$ cat src/design/addressable_led_serializer_unit_macros.svh
// Assertion macros shared by the addressable LED serializer RTL.
// Each macro expects i_clk and i_rst_n to be visible where it is used.
`ifndef ADDRESSABLE_LED_SERIALIZER_UNIT_MACROS_SVH
`define ADDRESSABLE_LED_SERIALIZER_UNIT_MACROS_SVH

// Same-cycle implication, checked outside reset.
`define ALSU_ASSERT_NOW(label, ante, cons, msg) \
    label: assert property (@(posedge i_clk) disable iff (!i_rst_n) (ante) |-> (cons)) \
        else $error(msg);

// Next-cycle implication, checked outside reset.
`define ALSU_ASSERT_NEXT(label, ante, cons, msg) \
    label: assert property (@(posedge i_clk) disable iff (!i_rst_n) (ante) |=> (cons)) \
        else $error(msg);

`endif

$ cat src/design/alsu_pkg.sv
// Package for the addressable LED serializer: sizes, reset values, codes and types.
// Used by every module of the block; depends on nothing.
`timescale 1ns / 1ps

package alsu_pkg;

    localparam int NUM_LEDS    = 4;
    localparam int MASK_W      = 4;
    localparam int COLOUR_W    = 24;
    localparam int TOTAL_BITS  = NUM_LEDS * COLOUR_W;
    localparam int BITS_W      = $clog2(TOTAL_BITS + 1);
    localparam int SET_LEDS    = (NUM_LEDS < MASK_W) ? NUM_LEDS : MASK_W;
    localparam int TIME_W      = 8;
    localparam int GAP_W       = 16;
    localparam int CFG_IDX_W   = 3;
    localparam int CFG_DATA_W  = 16;
    localparam int FIFO_DEPTH  = 2;
    localparam int FIFO_PTR_W  = 1;
    localparam int FIFO_CNT_W  = 2;

    // Configuration register indexes.
    localparam logic [CFG_IDX_W-1:0] CFG_ONE_HIGH  = 3'd0;
    localparam logic [CFG_IDX_W-1:0] CFG_ONE_LOW   = 3'd1;
    localparam logic [CFG_IDX_W-1:0] CFG_ZERO_HIGH = 3'd2;
    localparam logic [CFG_IDX_W-1:0] CFG_ZERO_LOW  = 3'd3;
    localparam logic [CFG_IDX_W-1:0] CFG_GAP       = 3'd4;

    localparam logic [TIME_W-1:0] RST_ONE_HIGH  = 8'd38;
    localparam logic [TIME_W-1:0] RST_ONE_LOW   = 8'd2;
    localparam logic [TIME_W-1:0] RST_ZERO_HIGH = 8'd14;
    localparam logic [TIME_W-1:0] RST_ZERO_LOW  = 8'd20;
    localparam logic [GAP_W-1:0]  RST_GAP       = 16'd3200;

    // Command codes on the input channel.
    localparam logic [1:0] CMD_TICK  = 2'd0;
    localparam logic [1:0] CMD_SET   = 2'd1;
    localparam logic [1:0] CMD_START = 2'd2;

    typedef enum logic [1:0] {
        OP_TICK,
        OP_SET,
        OP_START,
        OP_NOP
    } t_op;

    typedef enum logic [2:0] {
        PH_IDLE,
        PH_GAP_PRE,
        PH_HIGH,
        PH_LOW,
        PH_GAP_POST
    } t_phase;

    typedef struct packed {
        t_op                 op;
        logic [MASK_W-1:0]   mask;
        logic [COLOUR_W-1:0] rgb;
    } t_item;

    function automatic logic [COLOUR_W-1:0] f_reset_colour(input int idx);
        logic [COLOUR_W-1:0] c;
        case (idx)
            0:       c = 24'h2000FF;
            1:       c = 24'hFF0000;
            2:       c = 24'h00FF00;
            3:       c = 24'h0000FF;
            default: c = '0;
        endcase
        return c;
    endfunction

    // RRGGBB to the wire order GGRRBB.
    function automatic logic [COLOUR_W-1:0] f_grb(input logic [COLOUR_W-1:0] c);
        return {c[15:8], c[23:16], c[7:0]};
    endfunction

    function automatic logic [GAP_W-1:0] f_at_least_one(input logic [TIME_W-1:0] v);
        logic [TIME_W-1:0] t;
        t = (v == '0) ? TIME_W'(1) : v;
        return GAP_W'(t);
    endfunction

endpackage

$ cat src/design/alsu_front.sv
// Front end of the LED serializer: input transaction register and command decode.
// Depends on alsu_pkg; feeds alsu_fifo.
`timescale 1ns / 1ps

module alsu_front import alsu_pkg::*; (
    input  logic                i_clk,
    input  logic                i_rst_n,
    input  logic                i_in_valid,
    output logic                o_in_ready,
    input  logic [1:0]          i_cmd,
    input  logic [MASK_W-1:0]   i_led_mask,
    input  logic [COLOUR_W-1:0] i_rgb_value,
    output logic                o_push_valid,
    input  logic                i_push_ready,
    output t_item               o_push_item
);

    logic  r_valid;
    t_item r_item;
    t_item n_item;

    always_comb begin
        n_item.mask = i_led_mask;
        n_item.rgb  = i_rgb_value;
        case (i_cmd)
            CMD_TICK:  n_item.op = OP_TICK;
            CMD_SET:   n_item.op = OP_SET;
            CMD_START: n_item.op = OP_START;
            default:   n_item.op = OP_NOP;
        endcase
    end

    assign o_in_ready   = !r_valid || i_push_ready;
    assign o_push_valid = r_valid;
    assign o_push_item  = r_item;

    always_ff @(posedge i_clk) begin
        if (!i_rst_n) begin
            r_valid <= 1'b0;
        end else if (o_in_ready) begin
            r_valid <= i_in_valid;
        end
        if (i_in_valid && o_in_ready) begin
            r_item <= n_item;
        end
    end

endmodule

$ cat src/design/alsu_fifo.sv
// Short queue of decoded items between the front end and the waveform engine.
// Depends on alsu_pkg for the item type and depth.
`timescale 1ns / 1ps

module alsu_fifo import alsu_pkg::*; (
    input  logic  i_clk,
    input  logic  i_rst_n,
    input  logic  i_push_valid,
    output logic  o_push_ready,
    input  t_item i_push_item,
    output logic  o_pop_valid,
    input  logic  i_pop_ready,
    output t_item o_pop_item
);

    t_item                 r_mem [FIFO_DEPTH];
    logic [FIFO_PTR_W-1:0] r_wr_ptr;
    logic [FIFO_PTR_W-1:0] r_rd_ptr;
    logic [FIFO_CNT_W-1:0] r_count;
    logic                  push;
    logic                  pop;

    assign o_push_ready = (r_count != FIFO_CNT_W'(FIFO_DEPTH));
    assign o_pop_valid  = (r_count != '0);
    assign o_pop_item   = r_mem[r_rd_ptr];
    assign push         = i_push_valid && o_push_ready;
    assign pop          = o_pop_valid && i_pop_ready;

    always_ff @(posedge i_clk) begin
        if (!i_rst_n) begin
            r_wr_ptr <= '0;
            r_rd_ptr <= '0;
            r_count  <= '0;
        end else begin
            if (push) begin
                r_wr_ptr <= r_wr_ptr + 1'b1;
            end
            if (pop) begin
                r_rd_ptr <= r_rd_ptr + 1'b1;
            end
            if (push && !pop) begin
                r_count <= r_count + 1'b1;
            end else if (pop && !push) begin
                r_count <= r_count - 1'b1;
            end
        end
        if (push) begin
            r_mem[r_wr_ptr] <= i_push_item;
        end
    end

endmodule

$ cat src/design/alsu_back.sv
// Waveform engine of the LED serializer: colour store, timing registers,
// phase sequencer and output register. Depends on alsu_pkg and the macro header.
`timescale 1ns / 1ps
`include "addressable_led_serializer_unit_macros.svh"

module alsu_back import alsu_pkg::*; (
    input  logic                  i_clk,
    input  logic                  i_rst_n,
    input  logic                  i_cfg_valid,
    input  logic [CFG_IDX_W-1:0]  i_cfg_index,
    input  logic [CFG_DATA_W-1:0] i_cfg_data,
    input  logic                  i_pop_valid,
    output logic                  o_pop_ready,
    input  t_item                 i_pop_item,
    output logic                  o_out_valid,
    input  logic                  i_out_ready,
    output logic                  o_line,
    output logic                  o_busy_res
);

    logic [TIME_W-1:0]     r_one_high;
    logic [TIME_W-1:0]     r_one_low;
    logic [TIME_W-1:0]     r_zero_high;
    logic [TIME_W-1:0]     r_zero_low;
    logic [GAP_W-1:0]      r_gap;

    logic [COLOUR_W-1:0]   r_colours [NUM_LEDS];
    logic [COLOUR_W-1:0]   n_colours [NUM_LEDS];
    logic [TOTAL_BITS-1:0] r_shift;
    logic [TOTAL_BITS-1:0] n_shift;
    logic [TOTAL_BITS-1:0] snapshot;
    logic [BITS_W-1:0]     r_bits;
    logic [BITS_W-1:0]     n_bits;
    logic [BITS_W-1:0]     bits_dec;
    t_phase                r_phase;
    t_phase                n_phase;
    logic [GAP_W-1:0]      r_tick;
    logic [GAP_W-1:0]      n_tick;
    logic [GAP_W-1:0]      tick_dec;

    logic                  r_out_valid;
    logic                  r_line;
    logic                  r_busy;
    logic                  n_line;
    logic                  n_busy;
    logic                  pop;

    assign o_pop_ready = !r_out_valid || i_out_ready;
    assign pop         = i_pop_valid && o_pop_ready;
    assign o_out_valid = r_out_valid;
    assign o_line      = r_line;
    assign o_busy_res  = r_busy;

    // LED 0 occupies the top bits so the frame shifts out from the MSB.
    always_comb begin
        snapshot = '0;
        for (int i = 0; i < NUM_LEDS; i++) begin
            snapshot[TOTAL_BITS-1-COLOUR_W*i -: COLOUR_W] = f_grb(r_colours[i]);
        end
    end

    assign tick_dec = (r_tick != '0) ? r_tick - 1'b1 : '0;
    assign bits_dec = (r_bits != '0) ? r_bits - 1'b1 : '0;

    // Next state of the sequencer and the colour store for the popped item.
    always_comb begin
        n_phase = r_phase;
        n_tick  = r_tick;
        n_bits  = r_bits;
        n_shift = r_shift;
        for (int i = 0; i < NUM_LEDS; i++) begin
            n_colours[i] = r_colours[i];
        end
        case (i_pop_item.op)
            OP_SET: begin
                for (int i = 0; i < SET_LEDS; i++) begin
                    if (i_pop_item.mask[i]) begin
                        n_colours[i] = i_pop_item.rgb;
                    end
                end
            end
            OP_START: begin
                if (r_phase == PH_IDLE) begin
                    n_shift = snapshot;
                    n_bits  = BITS_W'(TOTAL_BITS);
                    if (r_gap == '0) begin
                        n_phase = PH_HIGH;
                        n_tick  = f_at_least_one(snapshot[TOTAL_BITS-1] ? r_one_high
                                                                         : r_zero_high);
                    end else begin
                        n_phase = PH_GAP_PRE;
                        n_tick  = r_gap;
                    end
                end
            end
            OP_TICK: begin
                if (r_phase != PH_IDLE) begin
                    n_tick = tick_dec;
                    if (tick_dec == '0) begin
                        case (r_phase)
                            PH_GAP_PRE: begin
                                n_phase = PH_HIGH;
                                n_tick  = f_at_least_one(r_shift[TOTAL_BITS-1] ? r_one_high
                                                                                : r_zero_high);
                            end
                            PH_HIGH: begin
                                n_phase = PH_LOW;
                                n_tick  = f_at_least_one(r_shift[TOTAL_BITS-1] ? r_one_low
                                                                                : r_zero_low);
                            end
                            PH_LOW: begin
                                n_bits = bits_dec;
                                if (bits_dec != '0) begin
                                    n_shift = {r_shift[TOTAL_BITS-2:0], 1'b0};
                                    n_phase = PH_HIGH;
                                    n_tick  = f_at_least_one(r_shift[TOTAL_BITS-2]
                                                             ? r_one_high : r_zero_high);
                                end else if (r_gap == '0) begin
                                    n_phase = PH_IDLE;
                                    n_tick  = '0;
                                end else begin
                                    n_phase = PH_GAP_POST;
                                    n_tick  = r_gap;
                                end
                            end
                            default: begin
                                n_phase = PH_IDLE;
                                n_tick  = '0;
                            end
                        endcase
                    end
                end
            end
            default: begin
            end
        endcase
    end

    // Result fields follow the phase after this transaction.
    always_comb begin
        n_line = (n_phase == PH_HIGH);
        n_busy = (n_phase != PH_IDLE);
    end

    always_ff @(posedge i_clk) begin
        if (!i_rst_n) begin
            r_one_high  <= RST_ONE_HIGH;
            r_one_low   <= RST_ONE_LOW;
            r_zero_high <= RST_ZERO_HIGH;
            r_zero_low  <= RST_ZERO_LOW;
            r_gap       <= RST_GAP;
        end else if (i_cfg_valid) begin
            case (i_cfg_index)
                CFG_ONE_HIGH:  r_one_high  <= i_cfg_data[TIME_W-1:0];
                CFG_ONE_LOW:   r_one_low   <= i_cfg_data[TIME_W-1:0];
                CFG_ZERO_HIGH: r_zero_high <= i_cfg_data[TIME_W-1:0];
                CFG_ZERO_LOW:  r_zero_low  <= i_cfg_data[TIME_W-1:0];
                CFG_GAP:       r_gap       <= i_cfg_data[GAP_W-1:0];
                default: begin
                end
            endcase
        end
    end

    always_ff @(posedge i_clk) begin
        if (!i_rst_n) begin
            r_phase     <= PH_IDLE;
            r_tick      <= '0;
            r_bits      <= '0;
            r_shift     <= '0;
            r_out_valid <= 1'b0;
            r_line      <= 1'b0;
            r_busy      <= 1'b0;
            for (int i = 0; i < NUM_LEDS; i++) begin
                r_colours[i] <= f_reset_colour(i);
            end
        end else begin
            if (o_pop_ready) begin
                r_out_valid <= i_pop_valid;
            end
            if (pop) begin
                r_phase <= n_phase;
                r_tick  <= n_tick;
                r_bits  <= n_bits;
                r_shift <= n_shift;
                r_line  <= n_line;
                r_busy  <= n_busy;
                for (int i = 0; i < NUM_LEDS; i++) begin
                    r_colours[i] <= n_colours[i];
                end
            end
        end
    end

    `ALSU_ASSERT_NOW(a_line_needs_busy, r_out_valid && r_line, r_busy, "line high while not busy")
    `ALSU_ASSERT_NOW(a_idle_no_ticks, r_phase == PH_IDLE, r_tick == '0, "idle with ticks left")
    `ALSU_ASSERT_NOW(a_bit_has_bits, r_phase == PH_HIGH || r_phase == PH_LOW, r_bits != '0,
        "bit phase with no bits left")
    `ALSU_ASSERT_NEXT(a_idle_tick_stays, pop && r_phase == PH_IDLE && i_pop_item.op == OP_TICK,
        r_phase == PH_IDLE, "tick left idle state")

endmodule

$ cat src/design/addressable_led_serializer_unit.sv
// Addressable LED serializer: single-wire RGB LED chain driver.
//
// Channels: the input channel (i_in_valid / o_in_ready) carries i_cmd, i_led_mask and
// i_rgb_value; cmd 0 is a tick, 1 sets the colours of masked LEDs, 2 starts a frame.
// Every input transaction yields exactly one result transaction on the output channel
// (o_out_valid / i_out_ready) with o_line, the data line level, and o_busy_res.
// The configuration channel (i_cfg_valid / o_cfg_ready) writes the bit timing and gap
// registers by index; it is always ready. It is to be written only while no transaction
// is in flight: the user is bound to this and the block does not enforce it. New timing
// takes effect at the next phase of the frame. An accepted input transaction passes the
// front register, a queue entry and then the output register, which holds its result.
// Throughput, while the receiver does not stall: one transaction per cycle; the waveform
// engine retires one item per cycle. When the receiver stalls, the output register holds
// and the two-entry queue and front register absorb up to three more transactions
// before o_in_ready drops. Reset (synchronous, active low) restores the default colours
// and timing, empties the queue and the output register, and leaves the line idle.
// Depends on alsu_pkg, alsu_front, alsu_fifo and alsu_back.
`timescale 1ns / 1ps

module addressable_led_serializer_unit import alsu_pkg::*; (
    input  logic                  i_clk,
    input  logic                  i_rst_n,
    input  logic                  i_in_valid,
    output logic                  o_in_ready,
    input  logic [1:0]            i_cmd,
    input  logic [MASK_W-1:0]     i_led_mask,
    input  logic [COLOUR_W-1:0]   i_rgb_value,
    output logic                  o_out_valid,
    input  logic                  i_out_ready,
    output logic                  o_line,
    output logic                  o_busy_res,
    input  logic                  i_cfg_valid,
    output logic                  o_cfg_ready,
    input  logic [CFG_IDX_W-1:0]  i_cfg_index,
    input  logic [CFG_DATA_W-1:0] i_cfg_data
);

    logic  push_valid;
    logic  push_ready;
    t_item push_item;
    logic  pop_valid;
    logic  pop_ready;
    t_item pop_item;

    assign o_cfg_ready = 1'b1;

    alsu_front u_front (
        .i_clk        (i_clk),
        .i_rst_n      (i_rst_n),
        .i_in_valid   (i_in_valid),
        .o_in_ready   (o_in_ready),
        .i_cmd        (i_cmd),
        .i_led_mask   (i_led_mask),
        .i_rgb_value  (i_rgb_value),
        .o_push_valid (push_valid),
        .i_push_ready (push_ready),
        .o_push_item  (push_item)
    );

    alsu_fifo u_fifo (
        .i_clk        (i_clk),
        .i_rst_n      (i_rst_n),
        .i_push_valid (push_valid),
        .o_push_ready (push_ready),
        .i_push_item  (push_item),
        .o_pop_valid  (pop_valid),
        .i_pop_ready  (pop_ready),
        .o_pop_item   (pop_item)
    );

    alsu_back u_back (
        .i_clk       (i_clk),
        .i_rst_n     (i_rst_n),
        .i_cfg_valid (i_cfg_valid),
        .i_cfg_index (i_cfg_index),
        .i_cfg_data  (i_cfg_data),
        .i_pop_valid (pop_valid),
        .o_pop_ready (pop_ready),
        .i_pop_item  (pop_item),
        .o_out_valid (o_out_valid),
        .i_out_ready (i_out_ready),
        .o_line      (o_line),
        .o_busy_res  (o_busy_res)
    );

endmodule
$ cat config.mk
export PLATFORM = sky130hd
export DESIGN_NAME = addressable_led_serializer_unit
export DESIGN_NICKNAME = d
export VERILOG_FILES = /design/src/design/alsu_pkg.sv /design/src/design/alsu_front.sv /design/src/design/alsu_fifo.sv /design/src/design/alsu_back.sv /design/src/design/addressable_led_serializer_unit.sv
export VERILOG_INCLUDE_DIRS = /design/src /design/src/design
export SDC_FILE = /design/constraint.sdc
export NUM_CORES = 1
export LEC_CHECK = 0
export ABC_AREA = 1
export BUFFER_PORTS_ARGS = -buffer_cell sky130_fd_sc_hd__buf_2
export CORE_UTILIZATION = 50
export CTS_CLUSTER_DIAMETER = 200
export CTS_CLUSTER_SIZE = 24
export DETAILED_ROUTE_END_ITERATION = 8
export PLACE_DENSITY_LB_ADDON = 0.12
export SETUP_SLACK_MARGIN = 0.15
export SYNTH_ARGS = -nofsm -noshare
export SYNTH_HDL_FRONTEND = slang
export SYNTH_SLANG_ARGS = --single-unit
$ cat constraint.sdc
create_clock -name i_clk -period 6.62 [get_ports i_clk]
set_input_delay 1.986 -clock i_clk [delete_from_list [all_inputs] [get_ports i_clk]]
set_output_delay 1.986 -clock i_clk [all_outputs]
set_load 0.02 [all_outputs]
==> flow_metrics.tcl, run 1 <==
set metrics [dict create \
    yosysTopAreaCellShare_pct 35.7 \
    gp_congestion 0.924 \
    grt_pass1_wl_um 56500 \
    htree_num_levels 1 \
    path_cells "buf_4 -> o21ai_0 -> inv_1 -> nor2_4 -> buf_4 -> clkinv_2 -> nor2_1 -> nor2_4 -> inv_2 -> buf_4 -> nor2_1 -> nor2_1" \
    worstReg2RegEnd "u_back.r_shift[30]" \
    setup_tns_ns 0 \
    synth.area.top_cells "edfxtp_1 (36%), dfxtp_1 (23%), nand2_1 (12%)" \
    antenna_found_initial 0 \
    synth.distinct_cells 39 \
    cts_buffer_depth 3 \
    slowest_stage "inv_2" \
    clk_pin_slew_ns 0.10 \
    worst_pin_slew_ns 1.08 \
    dpl-instance-area_sq_mm 0.0162 \
    drive_gt1_share_pct 6.11 \
    vias 11900 \
    worstPathRequired_ns 7.08 \
    cts_tree "done" \
    ioPinCount 59 \
    outcome "finished clean" \
    wl_per_cell_um 15.4 \
    ys.warnings.count 0 \
    async_flop_share_pct 0 \
    max_stage_delay_ns 0.76 \
    synth_cells 1836 \
    final_antenna_net_count 0 \
    reg2regPathDepth 12 \
    power.internal_mw 4.33 \
    grt.total_usage_pct 22.1 \
    timing.fmax_mhz 222 \
    min_to "u_fifo.r_mem[0][25]" \
    crit_cells 12 \
    relSlewSlack_pct 28.0 \
    synth_edf_count 186 \
    clkSinkCount 365 \
    syn-num-nets 1894 \
    grt_max_degree 109 \
    cts_buffers 19 \
    syn_avg_cell_area_sq_um 8.52 \
    clockRootBuffer "clkbuf_16" \
    synth_area_sq_mm 0.0156 \
    ir_worst_vdd_mv 0.219 \
    clkPwrFrac_pct 17.5 \
    drc_errors 0 \
    die_y_um 179 \
    rows 64 \
    grt_pass1_vias 10800 \
    yosysTopAreaCell "edfxtp_1" \
    core_area_sq_mm 0.0307 \
    pwr_density_cell_mw_per_mm2 438 \
    min_from "u_front.o_push_item[25]" \
    ys_seq_elements 365 \
    worstPathMaxFanout 58 \
    cts.repair.resized 0 \
    r2r_setup_slack_ns 2.12 \
    skew_ns 0.0264 \
    endpoint_kind "flop" \
    synth_top_flop_cell "edfxtp_1" \
    place_hpwl_um 21800 \
    path_buf_inv 6 \
    final_cell_area_sq_mm 0.0167 \
    dieArea_sq_mm 0.0320 \
    drt_iter0_drc 899 \
    grt_overflow 0 \
    setup_viol 0 \
    viasPerCell 5.29 \
    max_cap_viol_count 0 \
    whs_path_depth 0 \
    area_growth_pct 6.77 \
    p_sw_share_pct 40.8 \
    worst_ep_arrival_time_ns 4.95 \
    rsz0062_at_grt "no" \
    yosysMostFrequentCell "nand2_1" \
    path_delay_family "buffers and inverters" \
    n_antenna_cell 0 \
    slew_viol_final 0 \
    combPwrFrac_pct 38.6 \
    dr.pass1.iters 5 \
    layout.nets 1893 \
    pwr-share-seq_pct 43.9 \
    fp.dieW_um 179 \
    cts_hold_buf 0 \
    final.period_utilization_pct 67.9 \
    seq_area_frac_synth_pct 58.6 \
    crit_type "reg2reg" \
    worstSetupStartpointType "flop" \
    leakage_nw 6.94 \
    port_buffers 57 \
    start_util_pct 51.0 \
    cts_setup_buffers 0 \
    wl_um 34600 \
    hold_violations 0 \
    layout_min_cycle_time_ns 4.50 \
    clkLatencyLatePin_ns 0.53 \
    power.switching_mw 2.99 \
    synth_commonest_cells "nand2_1 (484), nor2_1 (332), o21ai_0 (199)" \
    hp-class "reg2reg" \
]
==> worst max path at each step <==
stage                 from                 endpoint
2_1_floorplan  i_out_ready  u_back.r_colours[0][24]
3_3_place_gp   i_out_ready       u_back.r_shift[83]
3_5_place_dp   i_out_ready       u_back.r_shift[33]
4_1_cts               flop       u_back.r_shift[32]
5_1_grt               flop       u_back.r_shift[82]
6_report              flop       u_back.r_shift[30]
==> cells by family (layout without fill, tap and decap cells) <==
| kind of cell | Yosys count | after routing | synth area share [%] |
|---|---|---|---|
| fa+ha+maj | 4 | 4 | 0.320 |
| xor+xnor | 2 | 2 | 0.112 |
| buf+inv | 206 | 218 | 5.45 |
| other cells | 1 | 1 | 0.0240 |
| compound gates | 319 | 319 | 10.8 |
| simple gates | 912 | 912 | 23.0 |
| mux | 27 | 27 | 1.73 |
| flops | 365 | 365 | 58.6 |
==> sequential cells by signal, summed over array words and instances, names as in the netlist, 7 cells and up, named ones only <==
signal               count
u_back.r_colours        96
u_back.r_one_low         8
u_back.r_one_high        8
u_fifo.r_mem            60
u_back.r_bits            7
u_back.r_gap            16
u_front.o_push_item     30
u_back.r_tick           16
u_back.r_zero_high       8
u_back.r_zero_low        8
u_back.r_shift          96
==> power groups by stage <==
stage | Sequential (mW) | Clock [mW] | Combinational [mW]
6_report | 3.22 | 1.28 | 2.82
5_1_grt | 3.28 | 1.38 | 3.22
4_1_cts | 3.22 | 1.32 | 2.81
3_5_place_dp | 3.26 | 0 | 2.79
3_3_place_gp | 3.25 | 0 | 2.77
2_1_floorplan | 3.19 | 0 | 2.18
==> stage by stage <==
step	std cells	hold slack, ns	setup WS (ns)	util [%]	power [mW]
2_1_floorplan	1836	0.421	1.21	-	5.37
3_3_place_gp	2210	0.423	1.87	52.7	6.02
3_5_place_dp	2210	0.429	1.81	52.7	6.06
4_1_cts	2244	0.452	2.16	54.5	7.34
5_1_grt	2244	0.456	1.79	54.5	7.88
6_report	2244	0.451	2.12	54.5	7.32
==> cells in the final DEF (no fill, tap or decap), types with 2 or more instances in the layout <==
cell type	count
a21oi_2	2
o22ai_1	6
inv_1	103
nand2_2	2
xor2_1	2
clkbuf_16	19
nor2_2	4
o21ai_1	9
o21a_1	3
buf_2	56
a31oi_1	2
nand4_1	15
nor2_4	3
o31ai_1	3
nor3_1	9
nor2_1	328
mux2i_1	27
dfxtp_1	178
clkinv_1	6
o211ai_1	14
o21ai_0	199
a21oi_1	69
clkbuf_1	13
nand3_1	62
o21bai_1	8
nand2_1	484
inv_2	2
ha_1	4
buf_4	16
edfxtp_1	186
==> routing by layer <==
layer	wire length (um)	vias to the layer above	part of all wire (%)	GRT usage, %
li1	-	6034	-	-
met1	18000	5530	52	35.1
met2	14500	291	42	32.4
met3	1650	24	4.8	2.40
met4	436	0	1.3	3.71
met5	0	-	0	0
==> layout make-up <==
cell class	count	area, sq um
Clock buffer	32	524
Clock inverter	2	28.8
Fill cell	2832	14000
Inverter	112	422
Multi-Input combinational cell	1265	5660
Sequential cell	365	9170
Tap cell	396	495
Timing Repair Buffer	72	400
No activity file was read; power rests on OpenSTA's default activity.
==> run 2, diff against run 1 <==
--- a/config.mk
+++ b/config.mk
@@ -6,7 +6,7 @@
 export SDC_FILE = /design/constraint.sdc
 export NUM_CORES = 1
 export LEC_CHECK = 0
-export ABC_AREA = 1
+export ABC_AREA = 0
 export BUFFER_PORTS_ARGS = -buffer_cell sky130_fd_sc_hd__buf_2
 export CORE_UTILIZATION = 50
 export CTS_CLUSTER_DIAMETER = 200
==> constraint.sdc (replaced) <==
create_clock -name i_clk -period 4.45 [get_ports i_clk]
set_input_delay 1.335 -clock i_clk [delete_from_list [all_inputs] [get_ports i_clk]]
set_output_delay 1.335 -clock i_clk [all_outputs]
set_load 0.02 [all_outputs]
==> run 2 against run 1 <==
Effect of this change: utilization rose by 0.11 points; first-iteration DRC count shrank 0.11%; combinational power decreased by 8.5%; critical path type unchanged; largest cell class unchanged; highest routed layer unchanged.
==> flow_metrics.tcl, run 2 <==
set metrics [dict create \
    final_common_cell "nand2_1" \
    cts_buffer_depth 3 \
    leakage_nw 5.39 \
    crit_cells 12 \
    clkSinkCount 365 \
    synth.area.top_cells "edfxtp_1 (37%), dfxtp_1 (24%), nand2_1 (8.4%)" \
    power.switching_mw 3.02 \
    setup_viol 0 \
    final_antenna_net_count 0 \
    synth_edf_count 186 \
    grt_pass1_wl_um 51300 \
    p_sw_share_pct 34.3 \
    wl_um 31600 \
    hold_violations 0 \
    drc_errors 0 \
    yosysMostFrequentCell "nand2_1" \
    grt_overflow 0 \
    cts_tree "done" \
    grt.total_usage_pct 20.5 \
    clockRootBuffer "clkbuf_16" \
    reg2regPathDepth 12 \
    total_power_mw 8.79 \
    place_hpwl_um 20600 \
    start_util_pct 50.7 \
    pwr_density_cell_mw_per_mm2 544 \
    synth_commonest_cells "nand2_1 (337), edfxtp_1 (186), nor2_1 (185)" \
    wl_per_cell_um 16.9 \
    ir_worst_vdd_mv 0.414 \
    core_area_sq_mm 0.0296 \
    cts_buffers 19 \
    ioPinCount 59 \
    clk_pin_slew_ns 0.10 \
    final.period_utilization_pct 79.7 \
    final_cells 1872 \
    rows 63 \
    synth.distinct_cells 64 \
    skew_ns 0.0265 \
    final_cell_mix "nand2_1 (336), edfxtp_1 (186), nor2_1 (183)" \
    place_inst 1839 \
    worst_pin_slew_ns 0.984 \
    cts_hold_buf 0 \
    gp_congestion 0.867 \
    slowest_stage "o211a_4" \
    path_delay_family "compound AO/OA/AOI/OAI gates" \
    port_buffers 57 \
    path_buf_inv 3 \
    endpoint_kind "flop" \
    antenna_found_initial 0 \
    clkPwrFrac_pct 21.3 \
    die_y_um 175 \
    fp.dieW_um 175 \
    grt_pass1_vias 9818 \
    async_flop_share_pct 0 \
    top_regs "u_back.r_colours: 96 flops, u_back.r_shift: 96 flops, u_fifo.r_mem: 60 flops" \
    yosysTopAreaCell "edfxtp_1" \
    ys_seq_elements 365 \
    ys.warnings.count 0 \
    pwr-share-seq_pct 49.4 \
    area_growth_pct 7.61 \
    timing.fmax_mhz 282 \
    n_fill_cell 2664 \
    worstPathRequired_ns 4.88 \
    crit_type "reg2reg" \
    syn-num-nets 1533 \
    relSlewSlack_pct 34.3 \
    hp-class "reg2reg" \
    clkLatencyLatePin_ns 0.53 \
    max_cap_viol_count 0 \
    holdWs_ns 0.442 \
    wl_met3_um 1240 \
    htree_num_levels 1 \
    cts.repair.resized 0 \
    seq_area_frac_synth_pct 61.0 \
    dr.pass1.iters 5 \
    layout_min_cycle_time_ns 3.55 \
    worstPathMaxFanout 77 \
    drive_gt1_share_pct 8.97 \
    grt_max_degree 117 \
    max_stage_delay_ns 0.52 \
    combPwrFrac_pct 29.3 \
    slew_viol_final 0 \
    viasPerCell 5.67 \
    outcome "finished clean" \
    dr_wl_met2_um 14000 \
    setup_tns_ns 0 \
    synth_top_flop_cell "edfxtp_1" \
    vias 10600 \
    power.internal_mw 5.78 \
    multi_input_area_sq_mm 0.00543 \
    dieArea_sq_mm 0.0308 \
    register_area_sq_mm 0.00917 \
    worst_ep_arrival_time_ns 3.98 \
    top_layer_used "met4" \
    synth_area_sq_mm 0.0150 \
    yosysTopAreaCellShare_pct 37.2 \
    wl_met1_um 16000 \
    worstSetupStartpointType "flop" \
    n_antenna_cell 0 \
    rsz0062_at_grt "no" \
    layout.nets 1528 \
    synth_cells 1475 \
    drt_iter0_drc 898 \
    cts_setup_buffers 0 \
    whs_path_depth 0 \
    syn_avg_cell_area_sq_um 10.2 \
    path_cells "inv_1 -> ha_1 -> nor4b_2 -> buf_4 -> nand4_1 -> xor2_1 -> and3_1 -> a31o_2 -> o211a_4 -> buf_12 -> nor2_1 -> a311oi_1" \
]
[run 2: cell types whose count changed after synthesis, moves of 15 or more]
| cell | delta |
|---|---|
| mux2i_1 | +31 |
| nand2_1 | -147 |
| nor2_1 | -147 |
| buf_2 | +15 |
| a311oi_1 | +95 |
| o21ai_0 | -158 |
| nand3_1 | -34 |
| inv_1 | -93 |
[run 2: logic make-up after synthesis]
family,Yosys count,synth area share [%]
XOR/XNOR,14,0.816
flip-flops,365,61.0
AO/OA/AOI/OAI,272,12.5
other,1,0.0249
multiplexers,66,4.46
AND/OR/NAND/NOR,635,17.7
adder cells (fa/ha/maj),4,0.333
buffers and inverters,118,3.18
[run 2: path summary, 6_finish.rpt]
path / end / slack [ns] / start
max reg2reg: u_back.r_shift[32] / 0.90 / u_back.r_tick[0]
min: u_fifo.r_mem[1][26] / 0.44 / u_front.o_push_item[26]
max: u_back.r_shift[32] / 0.90 / u_back.r_tick[0]
min reg2reg: u_fifo.r_mem[1][26] / 0.44 / u_front.o_push_item[26]
[run 2: layer usage]
metal	vias to the layer above	global-route usage, %
met5	-	0
met4	0	3.22
met3	31	2.08
met2	195	32.2
met1	5136	31.2
li1	5250	-
[run 2: area by class of cell]
class / instances / area share, %
clock inverter: 2 / 0.178
clock buffer: 31 / 3.22
inverter: 12 / 0.294
sequential: 365 / 56.7
multi-input combinational: 992 / 33.5
tap: 390 / 3.02
timing repair buffer: 80 / 3.06
[run 2: power groups by stage]
stage          Clock, mW  Sequential (mW)  Combinational (mW)
2_1_floorplan          0             4.32                1.97
6_report            1.87             4.35                2.58
5_1_grt             2.04             4.40                2.87
3_5_place_dp           0             4.42                2.57
3_3_place_gp           0             4.41                2.54
4_1_cts             1.93             4.34                2.58
[run 2: stage by stage]
stage / util, % / setup WS (ns) / cell area (sq um)
6_report: 54.6 / 0.904 / 16200
4_1_cts: 54.6 / 0.963 / 16200
3_5_place_dp: 52.7 / 0.736 / 15600
2_1_floorplan: - / 0.286 / 15000
3_3_place_gp: 52.7 / 0.802 / 15600
5_1_grt: 54.6 / 0.627 / 16200
